### src/hw/rtl/rcd_pkg.sv
// ----------------------------------------------------------------------------
// rcd_pkg
// Types and constants shared by the relay channel decider.
// ----------------------------------------------------------------------------
`default_nettype none

package rcd_pkg;

	localparam int unsigned NUM_CH   = 4;
	localparam int unsigned NUM_LAMP = 3;
	localparam int unsigned HUMID_CH = 3;

	localparam logic [9:0] MS_PER_SECOND = 10'd1000;

	typedef enum logic [1:0] {
		CMD_UPDATE     = 2'd0,
		CMD_TOGGLE     = 2'd1,
		CMD_LAMPS_INV  = 2'd2,
		CMD_NOP        = 2'd3
	} rcd_cmd_t;

	typedef enum logic [2:0] {
		MODE_OFF        = 3'd0,
		MODE_ON         = 3'd1,
		MODE_SENSOR     = 3'd2,
		MODE_SCHED      = 3'd3,
		MODE_SENSOR_SCH = 3'd4,
		MODE_GLOBAL     = 3'd5
	} rcd_mode_t;

	typedef enum logic [2:0] {
		REG_CHANNEL_CONTROL = 3'd0,
		REG_LAMP_THRESH     = 3'd1,
		REG_LAMP_HYST       = 3'd2,
		REG_HUMID_THRESH    = 3'd3,
		REG_HUMID_HYST      = 3'd4,
		REG_CYCLE_WORK      = 3'd5,
		REG_CYCLE_IDLE      = 3'd6,
		REG_GLOBAL_THRESH   = 3'd7
	} rcd_reg_t;

	typedef struct packed {
		logic       use_sched;
		logic       use_cyclic;
		logic       use_sensor;
		logic [2:0] mode;
	} rcd_chctl_t;

	typedef struct packed {
		logic [24:0] channel_control;
		logic [47:0] lamp_thresholds;
		logic [47:0] lamp_hysteresis;
		logic [9:0]  humid_threshold;
		logic [9:0]  humid_hysteresis;
		logic [25:0] work_ms;
		logic [25:0] idle_ms;
		logic [31:0] global_thresholds;
	} rcd_cfg_t;

	typedef struct packed {
		logic [1:0]  command;
		logic [15:0] light_level;
		logic [9:0]  humidity_level;
		logic [31:0] now_ms;
		logic [3:0]  schedule_flags;
		logic [1:0]  channel_index;
	} rcd_item_t;

	typedef struct packed {
		logic [3:0]  relay;
		logic        duty_on;
		logic [31:0] duty_last;
	} rcd_state_t;

endpackage

`default_nettype wire

### src/hw/rtl/rcd_upd_if.sv
// ----------------------------------------------------------------------------
// rcd_upd_if
// Update channel: command, sensor levels, time and schedule bits.
// ----------------------------------------------------------------------------
`default_nettype none

interface rcd_upd_if;
	logic        valid;
	logic        ready;
	logic [1:0]  command;
	logic [15:0] light_level;
	logic [9:0]  humidity_level;
	logic [31:0] now_ms;
	logic [3:0]  schedule_flags;
	logic [1:0]  channel_index;

	modport source (
		output valid, command, light_level, humidity_level, now_ms,
			schedule_flags, channel_index,
		input  ready
	);
	modport sink (
		input  valid, command, light_level, humidity_level, now_ms,
			schedule_flags, channel_index,
		output ready
	);
endinterface

`default_nettype wire

### src/hw/rtl/rcd_res_if.sv
// ----------------------------------------------------------------------------
// rcd_res_if
// Result channel: relay states and change mask.
// ----------------------------------------------------------------------------
`default_nettype none

interface rcd_res_if;
	logic       valid;
	logic       ready;
	logic [3:0] relay_bits;
	logic [3:0] changed_bits;

	modport source (output valid, relay_bits, changed_bits, input ready);
	modport sink (input valid, relay_bits, changed_bits, output ready);
endinterface

`default_nettype wire

### src/hw/rtl/rcd_decide.sv
// ----------------------------------------------------------------------------
// rcd_decide
// Next relay state and duty timer state for one item.
// ----------------------------------------------------------------------------
`default_nettype none

module rcd_decide (
	input  rcd_pkg::rcd_cfg_t   cfg,
	input  rcd_pkg::rcd_item_t  item,
	input  rcd_pkg::rcd_state_t cur,
	output rcd_pkg::rcd_state_t nxt
);

	rcd_pkg::rcd_chctl_t hum_ctl;
	logic [31:0] elapsed;
	logic [25:0] period;
	logic        flip;
	logic        duty_run;
	logic        duty_val;
	logic        have_sched;
	logic [3:0]  decided;

	assign hum_ctl    = rcd_pkg::rcd_chctl_t'(cfg.channel_control[6*rcd_pkg::HUMID_CH +: 6]);
	assign have_sched = cfg.channel_control[24];
	assign elapsed    = item.now_ms - cur.duty_last;
	assign period     = cur.duty_on ? cfg.work_ms : cfg.idle_ms;
	assign flip       = elapsed > {6'b0, period};
	assign duty_run   = (rcd_pkg::rcd_cmd_t'(item.command) == rcd_pkg::CMD_UPDATE)
		&& hum_ctl.use_cyclic;
	assign duty_val   = cur.duty_on ^ flip;

	always_comb begin
		rcd_pkg::rcd_chctl_t ctl;
		logic [16:0] value;
		logic [16:0] low;
		logic [16:0] hyst;
		logic [16:0] limit;
		logic [16:0] glob;
		logic        sensor;
		logic        sbit;
		logic        r;
		for (int ch = 0; ch < rcd_pkg::NUM_CH; ch++) begin
			ctl  = rcd_pkg::rcd_chctl_t'(cfg.channel_control[6*ch +: 6]);
			sbit = item.schedule_flags[ch];
			if (ch == rcd_pkg::HUMID_CH) begin
				value = {7'b0, item.humidity_level};
				low   = {7'b0, cfg.humid_threshold};
				hyst  = {7'b0, cfg.humid_hysteresis};
				glob  = {1'b0, cfg.global_thresholds[31:16]};
			end else begin
				value = {1'b0, item.light_level};
				low   = {1'b0, cfg.lamp_thresholds[16*ch +: 16]};
				hyst  = {1'b0, cfg.lamp_hysteresis[16*ch +: 16]};
				glob  = {1'b0, cfg.global_thresholds[15:0]};
			end
			limit  = cur.relay[ch] ? low + hyst : low;
			sensor = value < limit;
			if (ctl.use_sensor || ctl.use_cyclic || ctl.use_sched) begin
				r = 1'b1;
				if (ctl.use_cyclic && (ch == rcd_pkg::HUMID_CH))
					r = duty_val;
				if (ctl.use_sensor)
					r = r && sensor;
				if (ctl.use_sched && have_sched)
					r = r && sbit;
			end else begin
				case (ctl.mode)
					rcd_pkg::MODE_ON:         r = 1'b1;
					rcd_pkg::MODE_SENSOR:     r = sensor;
					rcd_pkg::MODE_SCHED:      r = have_sched && sbit;
					rcd_pkg::MODE_SENSOR_SCH: r = have_sched && sensor && sbit;
					rcd_pkg::MODE_GLOBAL:     r = value < glob;
					default:                  r = 1'b0;
				endcase
			end
			decided[ch] = r;
		end
	end

	always_comb begin
		nxt.duty_on   = cur.duty_on;
		nxt.duty_last = cur.duty_last;
		if (duty_run && flip) begin
			nxt.duty_on   = ~cur.duty_on;
			nxt.duty_last = item.now_ms;
		end
		unique case (rcd_pkg::rcd_cmd_t'(item.command))
			rcd_pkg::CMD_UPDATE:    nxt.relay = decided;
			rcd_pkg::CMD_TOGGLE:    nxt.relay = cur.relay ^ (4'b0001 << item.channel_index);
			rcd_pkg::CMD_LAMPS_INV: nxt.relay = {cur.relay[3], {3{~cur.relay[0]}}};
			default:                nxt.relay = cur.relay;
		endcase
	end

endmodule

`default_nettype wire

### src/hw/rtl/relay_channel_decider.sv
// ----------------------------------------------------------------------------
// relay_channel_decider
// Decides three lamp relays and one humidifier relay from sensor updates,
// a humidifier duty timer, schedule bits, toggle and lamp-invert commands.
//
//   port   dir   kind        contents
//   upd    in    valid/ready command, light, humidity, time, schedule, index
//   res    out   valid/ready relay_bits, changed_bits
//   p*     in    APB         eight registers at byte address 8*i, 64-bit data
//
// One beat per cycle sustained while res.ready is high. An accepted beat is
// registered in the input stage; the decision, relay state and duty timer
// update happen as it moves into the result register, which drives res.valid.
// Reset clears the relays and the duty timer and loads register defaults.
// A stalled result holds the input stage; upd.ready stays high while the
// input stage is empty or moving.
// ----------------------------------------------------------------------------
`default_nettype none

module relay_channel_decider (
	input  wire logic        clk,
	input  wire logic        arst_n,
	rcd_upd_if.sink          upd,
	rcd_res_if.source        res,
	input  wire logic        psel,
	input  wire logic        penable,
	input  wire logic        pwrite,
	input  wire logic [5:0]  paddr,
	input  wire logic [63:0] pwdata,
	output logic      [63:0] prdata,
	output logic             pready
);

	rcd_pkg::rcd_cfg_t   cfg_q;
	logic [15:0]         work_sec_q;
	logic [15:0]         idle_sec_q;
	rcd_pkg::rcd_state_t state_q;
	rcd_pkg::rcd_state_t state_nx;
	rcd_pkg::rcd_item_t  item_s1;
	logic                valid_s1;
	logic                advance;
	logic                out_valid_q;
	logic [3:0]          relay_out_q;
	logic [3:0]          changed_out_q;
	logic                wr_en;
	rcd_pkg::rcd_reg_t   reg_sel;

	// config port
	assign pready  = 1'b1;
	assign wr_en   = psel && penable && pwrite;
	assign reg_sel = rcd_pkg::rcd_reg_t'(paddr[5:3]);

	always_ff @(posedge clk or negedge arst_n) begin
		if (!arst_n) begin
			cfg_q.channel_control   <= 25'h028A28A;
			cfg_q.lamp_thresholds   <= 48'h012C_012C_012C;
			cfg_q.lamp_hysteresis   <= 48'h0032_0032_0032;
			cfg_q.humid_threshold   <= 10'd600;
			cfg_q.humid_hysteresis  <= 10'd100;
			cfg_q.work_ms           <= 26'd30000;
			cfg_q.idle_ms           <= 26'd60000;
			cfg_q.global_thresholds <= 32'h0258_012C;
			work_sec_q              <= 16'd30;
			idle_sec_q              <= 16'd60;
		end else if (wr_en) begin
			unique case (reg_sel)
				rcd_pkg::REG_CHANNEL_CONTROL: cfg_q.channel_control  <= pwdata[24:0];
				rcd_pkg::REG_LAMP_THRESH:     cfg_q.lamp_thresholds  <= pwdata[47:0];
				rcd_pkg::REG_LAMP_HYST:       cfg_q.lamp_hysteresis  <= pwdata[47:0];
				rcd_pkg::REG_HUMID_THRESH:    cfg_q.humid_threshold  <= pwdata[9:0];
				rcd_pkg::REG_HUMID_HYST:      cfg_q.humid_hysteresis <= pwdata[9:0];
				rcd_pkg::REG_CYCLE_WORK: begin
					work_sec_q    <= pwdata[15:0];
					cfg_q.work_ms <= {10'b0, pwdata[15:0]}
						* {16'b0, rcd_pkg::MS_PER_SECOND};
				end
				rcd_pkg::REG_CYCLE_IDLE: begin
					idle_sec_q    <= pwdata[15:0];
					cfg_q.idle_ms <= {10'b0, pwdata[15:0]}
						* {16'b0, rcd_pkg::MS_PER_SECOND};
				end
				rcd_pkg::REG_GLOBAL_THRESH:   cfg_q.global_thresholds <= pwdata[31:0];
				default: ;
			endcase
		end
	end

	always_comb begin
		unique case (reg_sel)
			rcd_pkg::REG_CHANNEL_CONTROL: prdata = {39'b0, cfg_q.channel_control};
			rcd_pkg::REG_LAMP_THRESH:     prdata = {16'b0, cfg_q.lamp_thresholds};
			rcd_pkg::REG_LAMP_HYST:       prdata = {16'b0, cfg_q.lamp_hysteresis};
			rcd_pkg::REG_HUMID_THRESH:    prdata = {54'b0, cfg_q.humid_threshold};
			rcd_pkg::REG_HUMID_HYST:      prdata = {54'b0, cfg_q.humid_hysteresis};
			rcd_pkg::REG_CYCLE_WORK:      prdata = {48'b0, work_sec_q};
			rcd_pkg::REG_CYCLE_IDLE:      prdata = {48'b0, idle_sec_q};
			rcd_pkg::REG_GLOBAL_THRESH:   prdata = {32'b0, cfg_q.global_thresholds};
			default:                      prdata = '0;
		endcase
	end

	// input stage
	assign advance   = valid_s1 && (!out_valid_q || res.ready);
	assign upd.ready = !valid_s1 || advance;

	always_ff @(posedge clk or negedge arst_n) begin
		if (!arst_n) begin
			valid_s1 <= 1'b0;
		end else if (upd.ready) begin
			valid_s1 <= upd.valid;
		end
	end

	always_ff @(posedge clk) begin
		if (upd.ready && upd.valid) begin
			item_s1.command        <= upd.command;
			item_s1.light_level    <= upd.light_level;
			item_s1.humidity_level <= upd.humidity_level;
			item_s1.now_ms         <= upd.now_ms;
			item_s1.schedule_flags <= upd.schedule_flags;
			item_s1.channel_index  <= upd.channel_index;
		end
	end

	rcd_decide u_decide (
		.cfg  (cfg_q),
		.item (item_s1),
		.cur  (state_q),
		.nxt  (state_nx)
	);

	// state and result register
	always_ff @(posedge clk or negedge arst_n) begin
		if (!arst_n) begin
			state_q     <= '0;
			out_valid_q <= 1'b0;
		end else begin
			if (advance)
				state_q <= state_nx;
			if (advance)
				out_valid_q <= 1'b1;
			else if (res.ready)
				out_valid_q <= 1'b0;
		end
	end

	always_ff @(posedge clk) begin
		if (advance) begin
			relay_out_q   <= state_nx.relay;
			changed_out_q <= state_nx.relay ^ state_q.relay;
		end
	end

	assign res.valid        = out_valid_q;
	assign res.relay_bits   = relay_out_q;
	assign res.changed_bits = changed_out_q;

	// checks
	a_relay_matches_out: assert property (@(posedge clk) disable iff (!arst_n)
		advance |=> (out_valid_q && (relay_out_q == state_q.relay)))
		else $error("result relay bits differ from relay state");

	a_toggle_one_change: assert property (@(posedge clk) disable iff (!arst_n)
		(advance && (rcd_pkg::rcd_cmd_t'(item_s1.command) == rcd_pkg::CMD_TOGGLE))
		|=> ($countones(changed_out_q) == 1))
		else $error("toggle did not change exactly one relay");

	a_no_overwrite: assert property (@(posedge clk) disable iff (!arst_n)
		(out_valid_q && !res.ready) |-> !advance)
		else $error("held result overwritten");

	a_duty_only_on_update: assert property (@(posedge clk) disable iff (!arst_n)
		!$stable(state_q.duty_last) |->
		$past(advance && (rcd_pkg::rcd_cmd_t'(item_s1.command) == rcd_pkg::CMD_UPDATE)))
		else $error("duty timer moved outside an update");

endmodule

`default_nettype wire
### src/flat_wrapper.sv
// flat-port wrapper written by rule: the top's interface ports become plain ports
module relay_channel_decider_flat 
  (clk, arst_n, psel, penable, pwrite, paddr, pwdata, prdata, pready, upd_valid, upd_command, upd_light_level, upd_humidity_level, upd_now_ms, upd_schedule_flags, upd_channel_index, upd_ready, res_valid, res_relay_bits, res_changed_bits, res_ready);
  rcd_upd_if upd_i ();
  rcd_res_if res_i ();
  input  wire logic clk;
  input  wire logic arst_n;
  input  wire logic psel;
  input  wire logic penable;
  input  wire logic pwrite;
  input  wire logic [5:0] paddr;
  input  wire logic [63:0] pwdata;
  output logic      [63:0] prdata;
  output logic pready;
  input wire logic [$bits(upd_i.valid)-1:0] upd_valid;
  input wire logic [$bits(upd_i.command)-1:0] upd_command;
  input wire logic [$bits(upd_i.light_level)-1:0] upd_light_level;
  input wire logic [$bits(upd_i.humidity_level)-1:0] upd_humidity_level;
  input wire logic [$bits(upd_i.now_ms)-1:0] upd_now_ms;
  input wire logic [$bits(upd_i.schedule_flags)-1:0] upd_schedule_flags;
  input wire logic [$bits(upd_i.channel_index)-1:0] upd_channel_index;
  output wire logic [$bits(upd_i.ready)-1:0] upd_ready;
  output wire logic [$bits(res_i.valid)-1:0] res_valid;
  output wire logic [$bits(res_i.relay_bits)-1:0] res_relay_bits;
  output wire logic [$bits(res_i.changed_bits)-1:0] res_changed_bits;
  input wire logic [$bits(res_i.ready)-1:0] res_ready;
  assign upd_i.valid = upd_valid;
  assign upd_i.command = upd_command;
  assign upd_i.light_level = upd_light_level;
  assign upd_i.humidity_level = upd_humidity_level;
  assign upd_i.now_ms = upd_now_ms;
  assign upd_i.schedule_flags = upd_schedule_flags;
  assign upd_i.channel_index = upd_channel_index;
  assign upd_ready = upd_i.ready;
  assign res_valid = res_i.valid;
  assign res_relay_bits = res_i.relay_bits;
  assign res_changed_bits = res_i.changed_bits;
  assign res_i.ready = res_ready;
  relay_channel_decider u_core (.clk(clk), .arst_n(arst_n), .upd(upd_i), .res(res_i), .psel(psel), .penable(penable), .pwrite(pwrite), .paddr(paddr), .pwdata(pwdata), .prdata(prdata), .pready(pready));
endmodule
### config.mk
export PLATFORM = sky130hd
export DESIGN_NAME = relay_channel_decider_flat
export DESIGN_NICKNAME = d
export VERILOG_FILES = /design/src/hw/rtl/rcd_pkg.sv /design/src/hw/rtl/rcd_upd_if.sv /design/src/hw/rtl/rcd_res_if.sv /design/src/hw/rtl/rcd_decide.sv /design/src/hw/rtl/relay_channel_decider.sv /design/src/flat_wrapper.sv
export SDC_FILE = /design/constraint.sdc
export NUM_CORES = 1
export LEC_CHECK = 0
export BUFFER_PORTS_ARGS = -buffer_cell sky130_fd_sc_hd__buf_2
export CAP_MARGIN = 20
export CORE_MARGIN = 2
export CORE_UTILIZATION = 55
export DETAILED_ROUTE_END_ITERATION = 10
export PLACE_DENSITY = 0.76
export SLEW_MARGIN = 40
export SYNTH_ARGS = -nofsm -noshare
export SYNTH_HDL_FRONTEND = slang
export SYNTH_SLANG_ARGS = --single-unit
### constraint.sdc
create_clock -name clk -period 4.55 [get_ports clk]
set_input_delay 0.91 -clock clk [delete_from_list [all_inputs] [get_ports clk]]
set_output_delay 0.91 -clock clk [all_outputs]
set_load 0.02 [all_outputs]
* Word-level counts from Yosys, hierarchy flattened
Cells that the tools add are included.
Operators by class: $add $sub $neg 5, multipliers 1, order comparisons 7, equal/unequal tests 29, shifts and indexed selects 1, multiplexer cells 31, bitwise logic cells 5, reductions and logical operators 51
Operators with widths (count):
- 64-bit one-hot mux with 8 select lines | 1
- 16-bit by 16-bit adder with 17-bit output | 3
- 16-bit by 17-bit < comparator with 1-bit output | 3
- 17-bit two-way mux | 3
- 3-bit == test, second input constant | 12
- 32-bit by 26-bit > comparator with 1-bit output | 1
- 32-bit subtractor | 1
- 3-bit by 2-bit == test with 1-bit output, second input constant | 10
- 1-bit logical AND | 27
- 26-bit two-way mux | 1
- 16-bit by 7-bit multiplier with 23-bit output, second input constant | 1
- 1-bit two-way mux | 20
- 1-bit one-hot mux with 5 select lines | 4
- 2-bit AND reduction | 9
- 10-bit by 16-bit < comparator with 1-bit output | 1
- 16-bit < comparator | 1
- 3-bit by 1-bit == test with 1-bit output, second input constant | 5
- 4-bit one-hot mux with 3 select lines | 1
- 10-bit by 10-bit adder with 11-bit output | 1
- 10-bit by 11-bit < comparator with 1-bit output | 1
- 11-bit two-way mux | 1
- 1-bit logical OR | 10
- 4-bit XOR | 2
- 1-bit by 2-bit left shift with 4-bit output, first input constant | 1
- other kinds (8) | 10
Storage, ports and cells: flip-flop bits (word level) 364, input bits 143, output and inout port bits 75

* Longest topological paths before layout
Gate-level depths: netlist of the first run.
word-level depth 13, mapped depth 25, gate-level depth less buffers 23

* By module
A second synthesis of the first run with hierarchy kept.
Unflattened totals: cell total of the unflattened synthesis 2452, area, all modules 25699.6 um^2
By module, submodules not included:
- relay_channel_decider | times used 1, cells an instance 1366, area each 17374.2 um^2, seq. area each 9460.3 um^2
- rcd_decide | times used 1, cells an instance 1086, area each 8325.5 um^2, seq. area each 0.0 um^2

* Worst setup path before layout of the first run
OpenSTA, ideal clock, no wires.
path kind input-to-reg, from input pwdata[0], to register u_core.cfg_q[57] (netlist bit), data arrival time 5096 ps, slack -671 ps, stages on the path 18, cells stage by stage fa_1 > inv_1 > fa_1 > fa_1 > inv_1 > fa_1 > ha_1 > o21a_1 > o21ai_0 > nand2b_1 > a41oi_1 > nand2b_1 > a21boi_0 > o21ai_0 > a22oi_1 > a311oi_1 > xnor2_1 > mux2_2
Between the ends: word-level cells in the longest chain between the ends 1
RTL lines:
- from (decl) | RTL line flat_wrapper.sv:12 | input wire logic [63:0] pwdata;
- 16-bit by 7-bit multiplier with 23-bit output | RTL line relay_channel_decider.sv:80 | * {16'b0, rcd_pkg::MS_PER_SECOND};
- to (decl) | RTL line relay_channel_decider.sv:34 | rcd_pkg::rcd_cfg_t cfg_q;
No other way between the ends. A chain may end at the register's enable or synchronous reset.

* Final worst setup path of the first run
from register u_core.item_s1[6] (netlist bit), to register u_core.changed_out_q[3], in the netlist u_core.res.changed_bits[3], data pin
Between the ends: word-level cells in the longest chain between the ends 13
RTL lines:
- from (decl) | RTL line relay_channel_decider.sv:39 | rcd_pkg::rcd_item_t item_s1;
- 32-bit subtractor * | RTL line rcd_decide.sv:25 | assign elapsed = item.now_ms - cur.duty_last;
- 32-bit by 26-bit > comparator with 1-bit output * | RTL line rcd_decide.sv:27 | assign flip = elapsed > {6'b0, period};
- 1-bit XOR * | RTL line rcd_decide.sv:30 | assign duty_val = cur.duty_on ^ flip;
- 1-bit two-way mux * | RTL line rcd_decide.sv:60 | if (ctl.use_cyclic && (ch == rcd_pkg::HUMID_CH))
- 1-bit two-way mux * | RTL line rcd_decide.sv:58 | if (ctl.use_sensor || ctl.use_cyclic || ctl.use_sched) begin
- 1-bit logical AND | RTL line rcd_decide.sv:63 | r = r && sensor;
- 1-bit two-way mux * | RTL line rcd_decide.sv:62 | if (ctl.use_sensor)
- 1-bit two-way mux * | RTL line rcd_decide.sv:58
- 1-bit logical AND | RTL line rcd_decide.sv:65 | r = r && sbit;
- 1-bit two-way mux * | RTL line rcd_decide.sv:64 | if (ctl.use_sched && have_sched)
- 1-bit two-way mux * | RTL line rcd_decide.sv:58
- 4-bit one-hot mux with 3 select lines * | RTL line rcd_decide.sv:87 | unique case (rcd_pkg::rcd_cmd_t'(item.command))
- 4-bit XOR * | RTL line relay_channel_decider.sv:150 | changed_out_q <= state_nx.relay ^ state_q.relay;
- to (signal assigned) | RTL line relay_channel_decider.sv:150
- to (decl) | RTL line relay_channel_decider.sv:44 | logic [3:0] changed_out_q;
Every way passes the cells marked *; elsewhere a longest branch is shown, timed or not. The select of a mux whose other input is x is not followed.

==> results of run 1 <==
## cell usage in the layout (no fill, tap or decap), types with 20 or more instances in the layout
| cell | Yosys | routed |
|---|---|---|
| sky130_fd_sc_hd__nand3_1 | 22 | 20 |
| sky130_fd_sc_hd__inv_1 | 129 | 126 |
| sky130_fd_sc_hd__xor2_1 | 24 | 21 |
| sky130_fd_sc_hd__nand2b_1 | 24 | 22 |
| sky130_fd_sc_hd__nor2_1 | 131 | 123 |
| sky130_fd_sc_hd__ha_1 | 243 | 224 |
| sky130_fd_sc_hd__buf_4 | 17 | 239 |
| sky130_fd_sc_hd__o21ai_2 | 31 | 38 |
| sky130_fd_sc_hd__buf_2 | 0 | 175 |
| sky130_fd_sc_hd__fa_1 | 59 | 55 |
| sky130_fd_sc_hd__dfstp_2 | 65 | 65 |
| sky130_fd_sc_hd__clkbuf_16 | 0 | 46 |
| sky130_fd_sc_hd__o21a_1 | 28 | 28 |
| sky130_fd_sc_hd__edfxtp_1 | 74 | 74 |
| sky130_fd_sc_hd__dfrtp_1 | 221 | 220 |
| sky130_fd_sc_hd__xnor2_1 | 72 | 69 |
| sky130_fd_sc_hd__a21oi_1 | 160 | 140 |
| sky130_fd_sc_hd__mux2_2 | 212 | 202 |
| sky130_fd_sc_hd__nand2_2 | 0 | 27 |
| sky130_fd_sc_hd__o21ai_0 | 133 | 110 |
| sky130_fd_sc_hd__a21o_1 | 54 | 54 |
| sky130_fd_sc_hd__mux2i_1 | 83 | 82 |
| sky130_fd_sc_hd__nor2b_1 | 28 | 23 |
| sky130_fd_sc_hd__nor3_1 | 29 | 23 |
| sky130_fd_sc_hd__nand2_1 | 164 | 136 |
| sky130_fd_sc_hd__a22o_1 | 22 | 22 |
## power by group through the flow
stage / Sequential (mW) / Clock, mW / Combinational [mW]
after floorplan: 4.56 / 0 / 6.10
after global placement: 4.76 / 0 / 8.67
after detailed placement: 4.80 / 0 / 9.03
after CTS: 4.76 / 3.47 / 9.66
after global routing: 4.86 / 3.62 / 11.3
final: 4.79 / 3.44 / 10.3
## critical path: cells and delay by family (launching register included)
family / cells / cell delay [ns]
compound gates: 11 / 1.94
simple gates: 5 / 0.88
flops: 1 / 0.38
xor+xnor: 2 / 0.37
fa+ha+maj: 3 / 0.72
mux: 1 / 0.32
buf+inv: 2 / 0.25
## metrics by stage
stage | setup WS, ns | setup TNS, ns | cell area, sq um | hold WS, ns | std cells
2_1_floorplan | -0.4646 | -3.711 | 24900 | 0.4572 | 2351
3_3_place_gp | -0.8223 | -22.95 | 27760 | 0.4704 | 3237
3_5_place_dp | -0.9708 | -34.77 | 27790 | 0.4814 | 3238
4_1_cts | -0.5540 | -16.57 | 29740 | 0.3673 | 3337
5_1_grt | -0.7450 | -25.68 | 30440 | 0.4042 | 3359
6_report | -0.5551 | -17.70 | 30440 | 0.3514 | 3360
## final cells by class
| cell class | instances | area (sq um) |
|---|---|---|
| Multi-Input combinational cell | 1757 | 15250 |
| Fill cell | 3262 | 13870 |
| Sequential cell | 360 | 9462 |
| Timing Repair Buffer | 442 | 3089 |
| Clock buffer | 69 | 1336 |
| Tap cell | 592 | 740.7 |
| Inverter | 130 | 488.0 |
| Clock inverter | 9 | 78.83 |
| Antenna cell | 1 | 2.502 |
## what timing repair did
action,4_1_cts,5_1_grt
hold buffers,0,0
setup endpoints to repair,55,57
gates cloned,2,1
pin swaps,74,75
setup buffers,20,22
gates resized for setup,81,128
## kinds of logic after synthesis
kind of cell | Yosys count | synth area share
compound gates | 574 | 0.1502
xor+xnor | 96 | 0.03399
other cells | 2 | 0.0003036
mux | 302 | 0.1354
buf+inv | 236 | 0.04052
simple gates | 464 | 0.08635
fa+ha+maj | 302 | 0.1707
flops | 360 | 0.3825
## flip-flops by register name, summed over array words and instances, names as in the netlist
name / flops
u_core.cfg_q: 215
u_core.state_q: 37
u_core.item_s1: 66
u_core.res.changed_bits: 4
u_core.res.relay_bits: 4
u_core.res.valid: 1
u_core.idle_sec_q: 16
u_core.valid_s1: 1
u_core.work_sec_q: 16
## worst max path at each step
stage | start | endpoint | cells past startpoint
after floorplan | pwdata[2] | u_core.cfg_q[56] | 17
after CTS | u_core.item_s1[12] | u_core.res.changed_bits[3] | 23
final | u_core.item_s1[6] | u_core.res.changed_bits[3] | 24
after global placement | pwdata[2] | u_core.cfg_q[82] | 18
after global routing | u_core.item_s1[6] | u_core.res.changed_bits[3] | 24
after detailed placement | pwdata[2] | u_core.cfg_q[83] | 16
## layer usage
metal | vias to the layer above | part of all wire
li1 | 9212 | -
met1 | 10010 | 0.43
met2 | 753 | 0.47
met3 | 186 | 0.069
met4 | 0 | 0.035
met5 | - | 0
==> results.md, run 1 <==
Status:
- The flow ran to the end, but the final reports show violations.
- The final reports fail on setup timing.

Worst setup path:
- The master of the slowest instance on the critical path is sky130_fd_sc_hd__or4_4.
- The largest single stage delay on the critical path is about 0.56 ns.
- The critical path is of the flop to flop type.
- STA classifies the critical path startpoint as a flop.
- Counting cells, the worst reg-to-reg path comes to 24.
- The destination of the worst register-to-register timing path is u_core.res.changed_bits[3].
- The critical path goes through inv_1 > ha_2 > fa_2 > nor2b_2 > o31a_1 > o21ai_2 > nor2b_1 > o21ai_1 > a21oi_2 > o21ai_0 > nand2b_1 > xor2_1 > ha_1 > nand4_1 > a21oi_1 > a2111oi_2 > buf_4 > o211ai_1 > a21oi_1 > o211ai_1 > or4_4 > xor2_2 > o21ai_4 > mux2_4.
- Data on the critical path is required at its endpoint by roughly 4.9 ns.
- The worst setup path is captured at a flop.
- Of all nets on the critical path, the largest fanout is 3.
- Data on the critical path arrives at its endpoint at 5.44 ns.
- The startpoint of the worst-slack reg-to-reg timing path is u_core.item_s1[6].
- The worst setup slack for register-to-register paths is -0.56 ns.

Clock network:
- The H-tree depth reported by CTS is 2.
- The number of buffers between clock root and the deepest sink is 3.
- The root buffer selected by CTS is sky130_fd_sc_hd__clkbuf_16.
- TritonCTS built the clock tree.
- At the later pin of the worst-skew pair, clock insertion delay measures 0.58 ns.
- The tree built by TritonCTS fans out to 360 sinks.
- Clock-pin slew was measured on the worst setup and hold paths at around 0.060 ns.
- Buffers inserted during clock tree synthesis total 42.

STA:
- Setup repair after global routing could not meet its margin everywhere.
- The final hold violation count is 0.
- For the pin with the worst max-slew slack, the measured transition is 0.9159 ns.
- The clock tree skew after final layout is around 0.017 ns.
- Once routing completed, OpenROAD measured the worst setup slack at -0.5551 ns.
- The final period utilization is 1.122.
- The clock period minus final worst setup slack is 5.105 ns.
- For this run, the top clock speed supported by timing is 0.1959 GHz.
- The final-report max-slew violation count was 0.
- Setup violations remaining at the end of the flow were counted as 41.
- The headroom to the max-slew limit is 0.3829.

Yosys:
- In the synthesized netlist the dominant register cell turns out to be sky130_fd_sc_hd__dfrtp_1.
- The area share of the leading cell type in the synthesized netlist is 0.2236.
- The commonest cells after synthesis are sky130_fd_sc_hd__ha_1, sky130_fd_sc_hd__dfrtp_1, sky130_fd_sc_hd__mux2_2.
- For this run, the register share of the synthesized area comes to 0.3825.
- The number of different library cells in the post-synthesis netlist is 75.
- The cell area that synthesis handed to floorplanning was 0.02473 sq mm.
- The post-synthesis instance total is 2336.
- Counting flops with a built-in enable in the synthesized netlist gives 74.
- After synthesis, the mean cell area works out to between 10 and 15 sq um.
- Yosys instantiated no cell more often than sky130_fd_sc_hd__ha_1.
- The count of synthesis-stage warnings from yosys is 0.
- The synthesized design spends more area on one cell type than any other, namely sky130_fd_sc_hd__dfrtp_1.
- Ranked by total cell area, the synthesized netlist is headed by sky130_fd_sc_hd__dfrtp_1, sky130_fd_sc_hd__ha_1, sky130_fd_sc_hd__mux2_2, sky130_fd_sc_hd__edfxtp_1, sky130_fd_sc_hd__dfstp_2.
- The flip-flop and latch count after synthesis is 360.
- The proportion of register bits with asynchronous set or reset after synthesis is 0.7944.

GRT:
- The first global-routing pass estimated 110.8 mm of wire.
- In the global route stage, met3 resource usage came out at 0.05025.
- The overall global routing resource usage is 0.2997.
- The number of global-route vias before repair came to 20620.
- Global routing finished with a remaining overflow of 0.
- For met2 alone, demand over resource in global routing was 0.4859.
- In this run the most used layer during global routing was met2.
- The met1 track demand over resource is 0.4059.
- The initial antenna violation count is 1.
- Entering global routing, the biggest net connects 108 pins.

Route:
- The final antenna-violating net count is 0.
- The routed via count is 20160.
- Using the TritonRoute via totals, the vias-per-cell ratio works out to about 6.
- The count of unresolved DRC violations after routing is 0.
- The initial DRC count is 1679.
- After detailed routing, the total wire length is 70.69 mm.
- In the final routed layout, each cell accounts on average for between 20 and 25 um.
- For this run, the detailed router's first-pass iteration total came to 6.

Die:
- In this run the count of I/O pins placed on the die edge is about 220.
- The floorplan step defined a die boundary enclosing around 0.047 sq mm.
- The die is 216.1 um wide.
- The initialized floorplan defines 77 standard-cell rows.
- The effective utilization at floorplan is 0.5581.
- From bottom edge to top edge, the die measures 216.1 um.
- The region available for standard cell placement spans approximately 0.044 sq mm.

Layout:
- The final core utilization is 0.6870.
- After the last flow step, the layout net total stands at 3178.
- In the final layout, the share of cells above drive strength 1 is 0.3542.
- Compared with the post-synthesis result, the final layout area differs by 23.09%.

Power and ir drop:
- Of the total power, combinational logic draws 0.556.
- The share of total power dissipated in sequential elements is 0.258.
- The part of the power in the clock network is 0.185.
- The internal power of the cells totals roughly 11 mW.
- The maximum ir drop on the vdd rail is 410.9 uV.
- The total power per unit cell area is 609.2 mW/mm^2.
- For this design the static power due to leakage is 14.11 nW.
- After layout, the design draws a total of 18.55 mW.
- The net switching power is slightly above 7 mW.
- The fraction of power spent switching nets is 0.3872.

Placement:
- During placement, the flow inserted port buffers numbering between 150 and 200.
- Detailed placement ended at an HPWL of roughly 50 mm.
- The congestion estimate from routability-driven global placement came to between 0.9 and 1.

Min path:
- The min-delay analysis places its worst path in the category input pin to asynchronous set/reset pin.

Job:
- The number of max-cap violations is 0.
Note: power is estimated with default switching activity, not from simulation.
==> inputs of run 2 (changes only) <==
Settings changed: CORE_MARGIN 2 to not set, CORE_UTILIZATION 55 to 56, PLACE_DENSITY 0.76 to 0.77, SYNTH_HIERARCHICAL set to 1.
==> results.md, run 2 <==
Yosys:
- The number of enable flip-flop cells after synthesis came to 74 (unchanged).
- The number of different library cells in the post-synthesis netlist is 86 (was 75).
- Largest cells by area after synthesis: sky130_fd_sc_hd__dfrtp_1, sky130_fd_sc_hd__ha_1, sky130_fd_sc_hd__mux2_2, sky130_fd_sc_hd__edfxtp_1, sky130_fd_sc_hd__dfstp_2 (unchanged).
- The proportion of register bits with asynchronous set or reset after synthesis is 0.7944 (unchanged).
- The post-synthesis instance total was 2452 (was 2336).
- The predominant post-synthesis flop cell is sky130_fd_sc_hd__dfrtp_1 (unchanged).
- The synthesized area divided by synthesized cell count is 10.48 sq um (was 10.59 sq um).
- The area share of the leading cell type in the synthesized netlist is 0.2152 (was 0.2236).
- The cell type with the highest aggregate area in the netlist was sky130_fd_sc_hd__dfrtp_1 (unchanged).
- The flip-flop and latch count after synthesis is 360 (unchanged).
- The cell area after synthesis came to 0.02570 sq mm (was 0.02473 sq mm).
- Commonest cells post-synth: sky130_fd_sc_hd__ha_1, sky130_fd_sc_hd__mux2_2, sky130_fd_sc_hd__dfrtp_1 (was sky130_fd_sc_hd__ha_1, sky130_fd_sc_hd__dfrtp_1, sky130_fd_sc_hd__mux2_2).
- The count of synthesis-stage warnings from yosys came to 6 (was 0).
- The most used standard cell by instance count after synthesis is sky130_fd_sc_hd__ha_1 (unchanged).
- The post-synthesis sequential area ratio is 0.3681 (was 0.3825).

Route:
- The routed via count came to 20910 (was 20160).
- The number of search-and-repair iterations in the first detailed-routing pass is 10 (was 6).
- The average wire per cell in the routed design is 21.35 um (was 21.04 um).
- The final antenna-violating net count is 0 (unchanged).
- The wire length after detailed routing is 73.72 mm (was 70.69 mm).
- The initial DRC count is 1695 (was 1679).
- The count of unresolved DRC violations after routing is 2 (was 0).
- The number of vias per cell is 6.059 (was 6.001).

Die:
- The die outline width was 216.2 um (was 216.1 um).
- The core area came to 0.04528 sq mm (was 0.04432 sq mm).
- The die outline area is 0.04675 sq mm (was 0.04668 sq mm).
- The effective utilization at floorplan is 0.5675 (was 0.5581).
- The die boundary height is 216.2 um (was 216.1 um).
- The number of top-level pins came to 218 (unchanged).
- The row count is 78 (was 77).

STA:
- The headroom to the max-slew limit was 0.3633 (was 0.3829).
- The least setup slack across all paths after layout is -0.6265 ns (was -0.5551 ns).
- RSZ-0062 raised after global routing: true (unchanged).
- The actual slew at the worst max-slew pin came to 0.9450 ns (was 0.9159 ns).
- The final period utilization was 1.138 (was 1.122).
- The final hold violation count is 0 (unchanged).
- The final-report max-slew violation count is 0 (unchanged).
- The clock tree skew after final layout is 0.02624 ns (was 0.01680 ns).
- The worst hold slack across all endpoints is 0.3344 ns (was 0.3514 ns).
- The upper clock frequency limit is 0.1932 GHz (was 0.1959 GHz).
- The clock period minus final worst setup slack was 5.176 ns (was 5.105 ns).
- The count of final setup violators is 36 (was 41).

Power and ir drop:
- The register share of total power is 0.269 (was 0.258).
- The standby leakage power is 14.21 nW (was 14.11 nW).
- The logic gate share of total power is 0.542 (was 0.556).
- The total power draw was 18.29 mW (was 18.55 mW).
- The maximum ir drop on the vdd rail is 353.1 uV (was 410.9 uV).
- The fraction of power spent switching nets was 0.4007 (was 0.3872).
- The part of the power in the clock network came to 0.189 (was 0.185).
- The net switching power is 7.328 mW (was 7.181 mW).
- The total power per unit cell area was 599.3 mW/mm^2 (was 609.2 mW/mm^2).
- The total internal power is 10.96 mW (was 11.37 mW).

Layout:
- The number of flip-flops in the largest register is 215 (unchanged).
- The fraction of layout cells with a size suffix above 1 is 0.3163 (was 0.3542).
- The non-filler instance count after layout is 3452 (was 3360).
- The layout overhead on the synthesized area is 18.74% (was 23.09%).
- Commonest cells after routing, fill and taps aside: sky130_fd_sc_hd__ha_1, sky130_fd_sc_hd__mux2_2, sky130_fd_sc_hd__dfrtp_1, sky130_fd_sc_hd__buf_4, sky130_fd_sc_hd__nand2_1 (was sky130_fd_sc_hd__buf_4, sky130_fd_sc_hd__ha_1, sky130_fd_sc_hd__dfrtp_1, sky130_fd_sc_hd__mux2_2, sky130_fd_sc_hd__buf_2).
- The total of fill cells in the finished design was 3477 (was 3262).
- The number of nets in the layout is 3266 (was 3178).
- The register with the most flip-flops was u_core/cfg_q (was u_core.cfg_q).
- Largest regs: u_core/cfg_q: 215 flops, u_core/item_s1: 66 flops, u_core/state_q: 37 flops (was u_core.cfg_q: 215 flops, u_core.item_s1: 66 flops, u_core.state_q: 37 flops).
- The antenna cell count is 0 (was 1).
- The most common library cell in the layout ignoring fill and taps was sky130_fd_sc_hd__ha_1 (was sky130_fd_sc_hd__buf_4).
- The final core utilization is 0.6739 (was 0.6870).

Worst setup path:
- The element type at the critical path start was a flop (unchanged).
- The data arrival at the endpoint of the critical path is 5.63 ns (was 5.44 ns).
- The data required time of the critical path came to 5.01 ns (was 4.89 ns).
- The type of the worst setup path was flop to flop (unchanged).
- The maximum fanout along the worst path is 6 (was 3).
- The critical path endpoint category is a flop (unchanged).

GRT:
- The overall global routing resource usage is 0.3106 (was 0.2997).
- The largest net degree at the start of global routing is 99 (was 108).
- The initial antenna violation count is 2 (was 1).
- The wire length of the first global-routing pass is 113.4 mm (was 110.8 mm).
- The leftover overflow at the end of global routing is 0 (unchanged).
- The number of global-route vias before repair was 20860 (was 20620).

Clock network:
- The number of sinks on the clock net is 360 (unchanged).
- The CTS tree is built (unchanged).
- The number of buffers between clock root and the deepest sink is 3 (unchanged).
- The number of buffers created by CTS came to 42 (unchanged).
- The root buffer selected by CTS is sky130_fd_sc_hd__clkbuf_16 (unchanged).
- The number of hold-repair buffers added at the cts stage was 0 (unchanged).
- The clock transition at the registers of the reported paths came to 0.06 ns (about the same).
- The clock latency at the later pin of the worst-skew pair is 0.59 ns (was 0.58 ns).
- The H-tree depth reported by CTS is 2 (unchanged).

Status:
- Run status: finished, violations left (unchanged).
- Violations in the final reports: DRC, setup timing (was setup timing).

Job:
- The number of max-cap violations is 0 (unchanged).

Placement:
- The port buffer count is 181 (unchanged).
- The HPWL reported at the end of detailed placement came to 54.75 mm (was 50.14 mm).
- The post-placement setup slack is -0.7742 ns (was -0.9708 ns).
- The total instance count after detailed placement is 3345 (was 3238).
- The global placement routability congestion was 0.9787 (was 0.9527).

Min path:
- The kind of path behind the tightest hold check is input pin to asynchronous set/reset pin (unchanged).
## run 2: cell count changes in the layout (fill, tap and decap cells not counted), sizes merged, moves of 9 or more
cell,previous run,this run
inv,129,178
nand2,164,210
mux2,215,259
buf,441,407
o21ai,164,146
clkbuf,70,57
o21a,28,15
a21o,54,42
nor2,131,121
xnor2,72,62
a22oi,19,10
nor2b,28,19
## run 2: power groups by stage
stage	Combinational (mW)	Sequential, mW	Clock (mW)
finish	9.91	4.91	3.46
global route	10.8	4.99	3.63
CTS	9.46	4.88	3.52
detailed placement	9.13	4.93	0
global placement	8.78	4.89	0
floorplan	6.33	4.62	0
## run 2: area by class of cell
cell class | instances | area (sq um) | area share
clock inverters | 22 | 180.2 | 0.005904
clock buffers | 56 | 1249 | 0.04092
repair buffers | 408 | 2724 | 0.08926
inverters | 180 | 694.4 | 0.02276
well taps | 600 | 750.7 | 0.02460
multi-input cells | 1826 | 15460 | 0.5065
flip-flops and latches | 360 | 9462 | 0.3100
## run 2: worst paths after layout
path	startpoint	to	slack, ns	depth (start not counted)
worst max-delay path	u_core/item_s1[6]	u_core/state_q[12]	-0.63	26
worst min-delay path	arst_n	u_core/state_q[32]	0.33	1
worst max register to register	u_core/item_s1[6]	u_core/state_q[12]	-0.63	26
worst min register to register	u_core/cfg_q[70]	u_core/cfg_q[70]	0.46	2
max in group asynchronous	arst_n	u_core/cfg_q[129]	3.13	2
min in group clk	u_core/cfg_q[70]	u_core/cfg_q[70]	0.46	2
## run 2: logic make-up (layout without fill, tap and decap cells)
| group | after synthesis | after routing | synth area share |
|---|---|---|---|
| compound gates | 537 | 537 | 0.1334 |
| simple gates | 522 | 522 | 0.09508 |
| flops | 360 | 360 | 0.3681 |
| mux | 350 | 350 | 0.1556 |
| fa+ha+maj | 305 | 305 | 0.1657 |
| buf+inv | 287 | 666 | 0.05146 |
| xor+xnor | 89 | 89 | 0.03033 |
| other cells | 2 | 23 | 0.0002922 |
## run 2: timing repair
item / 4_1_cts / 5_1_grt
endpoints found under the setup margin: 43 / 57
gates cloned: 2 / 0
setup buffers: 20 / 7
pin swaps: 20 / 39
resized for setup: 37 / 59
## run 2: through the flow
step | area, sq um | setup TNS [ns]
5_1_grt | 30520 | -30.73
3_3_place_gp | 28400 | -31.50
6_report | 30520 | -21.24
3_5_place_dp | 28440 | -36.29
4_1_cts | 30220 | -22.03
2_1_floorplan | 25830 | -2.821
## run 2: routing by layer
layer  wire length [um]  share of wire  track usage  up-vias
met2              33230           0.45       0.4801      905
met3               6377          0.087      0.05488      163
met4               2542          0.034       0.1143        4
met1              31540           0.43       0.4372    10340
li1                   -              -            -     9505
met5                 26        0.00035            0        -
## run 2: worst max-delay path, cell delays in order, from the launching register on
cell and delay, ns:
sky130_fd_sc_hd__edfxtp_1 0.38, sky130_fd_sc_hd__inv_1 0.08, sky130_fd_sc_hd__ha_2 0.17, sky130_fd_sc_hd__inv_2 0.04, sky130_fd_sc_hd__fa_2 0.33, sky130_fd_sc_hd__a21o_1 0.23
sky130_fd_sc_hd__a31oi_4 0.20, sky130_fd_sc_hd__nor2_2 0.08, sky130_fd_sc_hd__o21ai_2 0.14, sky130_fd_sc_hd__nand2b_1 0.09, sky130_fd_sc_hd__a21oi_2 0.16, sky130_fd_sc_hd__nor4bb_1 0.08
sky130_fd_sc_hd__nor2_1 0.10, sky130_fd_sc_hd__nand2_1 0.07, sky130_fd_sc_hd__xor2_1 0.15, sky130_fd_sc_hd__ha_1 0.30, sky130_fd_sc_hd__nand4_1 0.11, sky130_fd_sc_hd__nor4_2 0.34
sky130_fd_sc_hd__nand4_1 0.22, sky130_fd_sc_hd__o32ai_2 0.32, sky130_fd_sc_hd__nand3_2 0.15, sky130_fd_sc_hd__nor4_4 0.20, sky130_fd_sc_hd__o2111ai_2 0.16, sky130_fd_sc_hd__and3_4 0.25
sky130_fd_sc_hd__buf_12 0.16, sky130_fd_sc_hd__mux2_4 0.29, sky130_fd_sc_hd__mux2_4 0.27
